==> src/sv/sbi_pkg.sv <==
// ----------------------------------------------------------------------------
// sbi_pkg
// Shared types for the segment versus box intersection block.
// ----------------------------------------------------------------------------
package sbi_pkg;

  // Per-axis verdict handed from the axis stage to the result stage.
  typedef struct packed {
    logic active;  // the segment moves along this axis
    logic ok;      // every test local to this axis passes
  } axis_flags_t;

  // Result latency in clock edges from the accepting edge to the strobe edge.
  localparam int unsigned ResultLatency = 2;

endpackage

==> src/sv/sbi_axis.sv <==
// ----------------------------------------------------------------------------
// sbi_axis
// Builds the entry and exit fractions of one axis and its local tests.
// ----------------------------------------------------------------------------
module sbi_axis #(
  parameter int unsigned COORD_BITS = 16
) (
  input  logic signed [COORD_BITS-1:0] start_i,
  input  logic signed [COORD_BITS-1:0] end_i,
  input  logic signed [COORD_BITS-1:0] lo_i,
  input  logic signed [COORD_BITS-1:0] hi_i,
  output logic signed [COORD_BITS:0]   en_n_o,
  output logic signed [COORD_BITS:0]   ex_n_o,
  output logic        [COORD_BITS-1:0] den_o,
  output sbi_pkg::axis_flags_t         flags_o
);

  localparam int unsigned W = COORD_BITS;

  logic signed [W:0] s_ext, e_ext, lo_ext, hi_ext;
  logic signed [W:0] d, d_neg;
  logic              d_zero, d_pos;

  assign s_ext  = {start_i[W-1], start_i};
  assign e_ext  = {end_i[W-1], end_i};
  assign lo_ext = {lo_i[W-1], lo_i};
  assign hi_ext = {hi_i[W-1], hi_i};

  assign d      = e_ext - s_ext;
  assign d_neg  = s_ext - e_ext;
  assign d_zero = (d == '0);
  assign d_pos  = !d[W] && !d_zero;

  // Moving toward negative coordinates swaps the roles of the two faces.
  assign en_n_o = d_pos ? (lo_ext - s_ext) : (s_ext - hi_ext);
  assign ex_n_o = d_pos ? (hi_ext - s_ext) : (s_ext - lo_ext);
  assign den_o  = d_pos ? d[W-1:0] : d_neg[W-1:0];

  always_comb begin
    flags_o.active = !d_zero;
    if (d_zero) begin
      flags_o.ok = (s_ext >= lo_ext) && (s_ext <= hi_ext);
    end else begin
      flags_o.ok = !ex_n_o[W]
                && (en_n_o <= $signed({1'b0, den_o}))
                && (en_n_o <= ex_n_o);
    end
  end

endmodule

==> config.mk <==
export PLATFORM = sky130hd
export DESIGN_NAME = sbi_axis
export DESIGN_NICKNAME = d
export VERILOG_FILES = /design/src/sv/sbi_pkg.sv /design/src/sv/sbi_axis.sv
export SDC_FILE = /design/constraint.sdc
export NUM_CORES = 1
export LEC_CHECK = 0
export BUFFER_PORTS_ARGS = -buffer_cell sky130_fd_sc_hd__buf_2
export CORE_ASPECT_RATIO = 0.9
export CORE_UTILIZATION = 43
export DETAILED_ROUTE_END_ITERATION = 6
export GPL_TIMING_DRIVEN = 0
export SYNTH_ARGS = -nofsm -noshare
export SYNTH_HDL_FRONTEND = slang
export SYNTH_SLANG_ARGS = --single-unit
==> constraint.sdc <==
create_clock -name vclk -period 10.2
set_clock_uncertainty 0.1 [all_clocks]
set_input_delay 0.51 -clock vclk [all_inputs]
set_output_delay 0.51 -clock vclk [all_outputs]
set_load 0.02 [all_outputs]
==> metrics.yaml, run 1 <==
layout:
  layout_commonest_cell: "ha_1"
  final-seq-area_um2: 0
  final_cell_mix: "ha_1, buf_2, nor2_1"
  fillers: 1594
  drive_gt1_share_pct: 14.8
  stdcell_area_um2: 7310
  syn_to_final_growth_pct: 12.8
  diodes: 0
  layout.cells.non_filler: 1247
  final_nets: 1252
  nFlopsAndLatches: 0
  clock_buffers: 0
critical_path:
  worst_ep_required_time_ns: 9.59
  cp_slowest_cell: "or4b_4"
  crit_family: "compound AO/OA/AOI/OAI gates"
  cp-startpoint: "start_i[0]"
  start_kind: "input pin"
  max_stage_delay_ns: 0.59
  cp_max_fo: 10
  crit_path_cell_trace: "buf_2 -> ha_1 -> fa_1 -> nor2b_1 -> o221ai_2 -> a31oi_1 -> xor2_1 -> or4_1 -> or4b_4 -> o21ai_4 -> buf_6 -> buf_4 -> nor2_1 -> a21oi_1 -> ha_1 -> and4_1 -> a2111oi_0 -> o211ai_1 -> a221o_1 -> nand2_1 -> a32oi_1 -> nand2_1 -> buf_2"
  path_class: "in2out"
  crit_path_end_kind: "output port"
  cp.arrival_ns: 6.56
  worst-path-buf-inv: 4
cts:
  cts_resized: 0
  post-cts-setup-buffer-count: 0
  ctsHoldBuffers: 0
global_routing:
  grt_usage_pct: 29.2
  overflow: 0
  grt_max_degree: 11
  antenna_found_initial: 0
  grt_first_pass_wirelength_um: 36000
  grt_pass1_vias: 6675
detailed_routing:
  met3_length_um: 1480
  dr_wl_met2_um: 10200
  finalWirelength_um: 23100
  vias_per_cell: 5.70
  drtIter0Drc: 436
  final_antenna_net_count: 0
  top_layer: "met4"
  vias: 7104
  wl_per_cell_um: 18.6
  wl_met1_um: 11200
  drtPass1Iterations: 5
  drc: 0
floorplanning:
  coreArea_um2: 14700
  die_w_um: 131
  rows: 42
  start_util_pct: 44.0
  die_y_um: 118
  ios: 116
  die_area_um2: 15600
timing:
  rsz0062_at_grt: "no"
  fin_crit_sh_pct: 70.3
  setup_violations: 0
  finalHoldViolations: 0
  drv_slew: 0
  period_needed_ns: 7.17
  tns_ns: 0
  fmax_ghz: 0.139
  layout_setup_ws_ns: 3.03
  slew_headroom_pct: 33.5
  tightest_slew_ns: 0.985
  hold_ws_ns: 1.37
synthesis:
  syn-num-nets: 1134
  synth.largest_area_cell: "ha_1"
  synth.area.top_cells: "ha_1, xnor2_1, a21oi_1"
  synth_cells: 933
  seq_area_frac_synth_pct: 0
  synth.top_cell.area_share_pct: 25.3
  syn_area_um2: 6480
  synth.distinct_cells: 65
  postSynthAreaPerCell_um2: 6.95
  synth_warnings: 0
power_and_ir_drop:
  p_leak_nw: 3.58
  irDropWorstVdd_mv: 0.0393
  power.density_nw_per_um2: 103
place:
  numPortBuffers: 116
  gp_congestion: 0.929
  hpwl_um: 19800
  dpl_worst_slack_ns: 3.14
  dp_cells: 1247
  placed_area_um2: 7310
min_path:
  min_path_type: "in2out"
  hold_path_startpoint: "end_i[0]"
run:
  maxCapViolations: 0
run_status:
  status: "finished clean"
[kinds of logic after synthesis]
kind of cell	share of synthesized area (%)
AND/OR/NAND/NOR	22.0
AO/OA/AOI/OAI	28.6
adder cells (fa/ha/maj)	27.1
buffers and inverters	8.11
XOR/XNOR	10.4
multiplexers	3.75
[final timing paths]
kind | to | slack (ns) | depth (start not counted)
min | den_o[0] | 1.37 | 4
max | flags_o[0] | 3.03 | 23
[power breakdown]
group | internal, mW | switching, mW | leakage, nW | total (mW)
combinational | 0.284 | 0.466 | 3.58 | 0.750
sequential | 0 | 0 | 0 | 0
clock | 0 | 0 | 0 | 0
total | 0.284 | 0.466 | 3.58 | 0.750
[metrics by stage]
stage          power (mW)  utilization [%]
4_1_cts             0.743             49.7
3_3_place_gp        0.738             49.7
2_1_floorplan       0.524                -
5_1_grt             0.823             49.7
3_5_place_dp        0.739             49.7
6_report            0.750             49.7
[cells in the mapped netlist (all sizes together), types with 3 or more instances]
library cell	n
o31ai	6
o21ai	60
inv	84
or3	7
nand4	18
o31a	4
fa	6
a21o	29
nor2b	26
a2111oi	7
mux2	7
o21bai	9
or2	17
clkbuf	29
xnor2	49
o2111ai	6
mux2i	16
o41ai	3
o211ai	13
nor2	87
o21a	15
and4	3
a21oi	77
and3	5
a221oi	4
xor2	28
and2	9
nand2b	10
a221o	4
a31oi	13
nand2	53
or4	3
ha	131
nand3b	3
a211oi	15
nand3	17
buf	16
nor3	16
or3b	3
[routing by layer]
metal	GRT usage, %	vias to the layer above
met5	0	-
met4	3.27	0
met3	1.76	19
met2	48.1	252
met1	42.6	3272
li1	-	3561
[area by class of cell]
class	count	area, um2	area share (%)
Timing Repair Buffer	116	581	7.94
Multi-Input combinational cell	803	5950	81.5
Tap cell	198	248	3.39
Buffer	45	206	2.82
Inverter	85	319	4.37
[tightest hold or removal path: cells and delay by family]
family / cells / cell delay, ns
adders and majority gates: 1 / 0.14
buffers and inverters: 3 / 0.30
Note: power is estimated with default switching activity, not from simulation.
==> run 2, diff against run 1 <==
Settings changed: ABC_AREA from default to 1.
Clock period 10.2 ns to 7.2 ns, I/O delays scaled along.
==> run 2 against run 1 <==
Against the previous run: routed wire length increased by 2.2%; via count increased by 3.0%; non-clock buffer count decreased by 12; combinational power increased by 43%; utilization increased by 0.22 points; worst hold slack got worse by 0.26 ns; largest cell class unchanged; highest routed layer unchanged.
==> metrics.yaml, run 2 <==
run_status:
  status: "finished clean"
timing:
  tightest_slew_ns: 0.754  # -0.231 ns
  rsz0062_at_grt: "no"
  drv_slew: 0  # unchanged
  finalHoldViolations: 0  # unchanged
  tns_ns: 0  # unchanged
  fin_crit_sh_pct: 76.9
  fmax_ghz: 0.181
  layout_setup_ws_ns: 1.66  # -1.37 ns
  setup_violations: 0  # unchanged
  slew_headroom_pct: 49.3  # +16 points
  period_needed_ns: 5.54
place:
  dp_cells: 1416  # +14%
  dpl_worst_slack_ns: 1.71  # -1.43 ns
  hpwl_um: 21200  # +7.2%
  gp_congestion: 0.955  # +2.8%
  numPortBuffers: 116  # unchanged
cts:
  cts_resized: 0  # unchanged
  post-cts-setup-buffer-count: 0  # unchanged
  ctsHoldBuffers: 0  # unchanged
layout:
  clock_buffers: 0  # unchanged
  multiInputGateArea_um2: 5510  # -7.4%
  drive_gt1_share_pct: 15.7  # +0.91 points
  diodes: 0  # unchanged
  final_cell_mix: "nand2_1, inv_1, ha_1"
  layout_commonest_cell: "nand2_1"
  nFlopsAndLatches: 0  # unchanged
  final_nets: 1421  # +13%
  syn_to_final_growth_pct: 12.7
  final-seq-area_um2: 0  # unchanged
  layout.cells.non_filler: 1416  # +14%
  fillers: 1675  # +5.1%
critical_path:
  worst_ep_required_time_ns: 6.74  # -2.85 ns
  cp_max_fo: 10  # unchanged
  crit_path_end_kind: "output port"
  cp_slowest_cell: "ha_1"
  max_stage_delay_ns: 0.43  # -0.16 ns
  path_class: "in2out"
  cp_common_cell: "nand2_1"
  start_kind: "input pin"
  cp.arrival_ns: 5.08  # -1.48 ns
synthesis:
  synth_warnings: 0  # unchanged
  synth.distinct_cells: 47  # -28%
  syn-num-nets: 1303  # +15%
  yosys-top-cells-count: "nand2_1, inv_1, ha_1"
  synth.largest_area_cell: "ha_1"
  seq_area_frac_synth_pct: 0  # unchanged
  synth.area.top_cells: "ha_1, nand2_1, inv_1"
  yosysMostFrequentCell: "nand2_1"
  postSynthAreaPerCell_um2: 5.93  # -15%
  synth.top_cell.area_share_pct: 25.1  # -0.23 points
  synth_cells: 1102  # +18%
  syn_area_um2: 6540  # +0.91%
power_and_ir_drop:
  p_leak_nw: 4.29  # +20%
  irDropWorstVdd_mv: 0.0959  # +140%
  power.total_mw: 1.07  # +42%
  power.density_nw_per_um2: 145  # +41%
run:
  maxCapViolations: 0  # unchanged
global_routing:
  grt_first_pass_wirelength_um: 36200  # +0.52%
  overflow: 0  # unchanged
  grt_usage_pct: 29.8  # +0.61 points
  grt_pass1_vias: 6970  # +4.4%
  grt_max_degree: 11  # unchanged
  antenna_found_initial: 0  # unchanged
detailed_routing:
  met3_length_um: 1290  # -13%
  drtPass1Iterations: 5  # unchanged
  wl_met1_um: 11400  # +1.3%
  finalWirelength_um: 23700  # +2.2%
  vias: 7317  # +3.0%
  final_antenna_net_count: 0  # unchanged
  wl_per_cell_um: 16.7  # -10%
  dr_wl_met2_um: 10400  # +2.3%
  top_layer: "met4"
  drtIter0Drc: 512  # +17%
  vias_per_cell: 5.17  # -9.3%
  drc: 0  # unchanged
floorplanning:
  coreArea_um2: 14800  # +0.36%
  ios: 116  # unchanged
  rows: 42  # unchanged
  die_w_um: 132  # +0.45%
  die_area_um2: 15700  # +0.89%
  die_y_um: 119  # +0.44%
  start_util_pct: 44.3  # +0.24 points
min_path:
  min_path_type: "in2out"
[run 2: cells by family after synthesis]
logic type | count (synthesis) | share of synthesized area, %
AO/OA/AOI/OAI | 238 | 21.9
XOR/XNOR | 66 | 8.84
adder cells (fa/ha/maj) | 137 | 26.9
buffers and inverters | 256 | 15.7
multiplexers | 4 | 0.612
AND/OR/NAND/NOR | 401 | 26.0
[run 2: worst max-delay path, delay by kind of cell]
kind                       cells  cell delay (ns)
adders and majority gates      2             0.80
and+or+nand+nor               14             1.52
buffers and inverters          9             1.31
AOI/OAI and AO/OA              6             1.08
[run 2: report_power, final]
part	leakage (nW)	internal [mW]	switching (mW)
Sequential	0	0	0
Clock	0	0	0
Combinational	4.29	0.359	0.706
Total	4.29	0.359	0.706
[run 2: per-layer routing]
metal	global-route usage (%)	vias up
met1	41.7	3270
met5	0	-
met3	2.00	37
li1	-	3770
met4	7.56	0
met2	49.2	240
[run 2: layout make-up]
type / instances / area share [%]
Buffer: 33 / 2.55
Inverter: 223 / 11.4
Multi-Input combinational cell: 846 / 74.8
Tap cell: 198 / 3.36
Timing Repair Buffer: 116 / 7.88
[run 2: worst paths after layout]
kind / from / depth (start not counted) / slack, ns / to
worst max-delay path: start_i[9] / 31 / 1.66 / flags_o[0]
worst min-delay path: end_i[0] / 4 / 1.11 / den_o[0]
[run 2: metrics by stage]
| step | utilization (%) | hold WS, ns | cell area (um2) |
|---|---|---|---|
| floorplan | - | 0.819 | 6540 |
| global placement | 49.9 | 1.10 | 7370 |
| detailed placement | 49.9 | 1.11 | 7370 |
| CTS | 49.9 | 1.11 | 7370 |
| global route | 49.9 | 1.13 | 7370 |
| finish | 49.9 | 1.11 | 7370 |
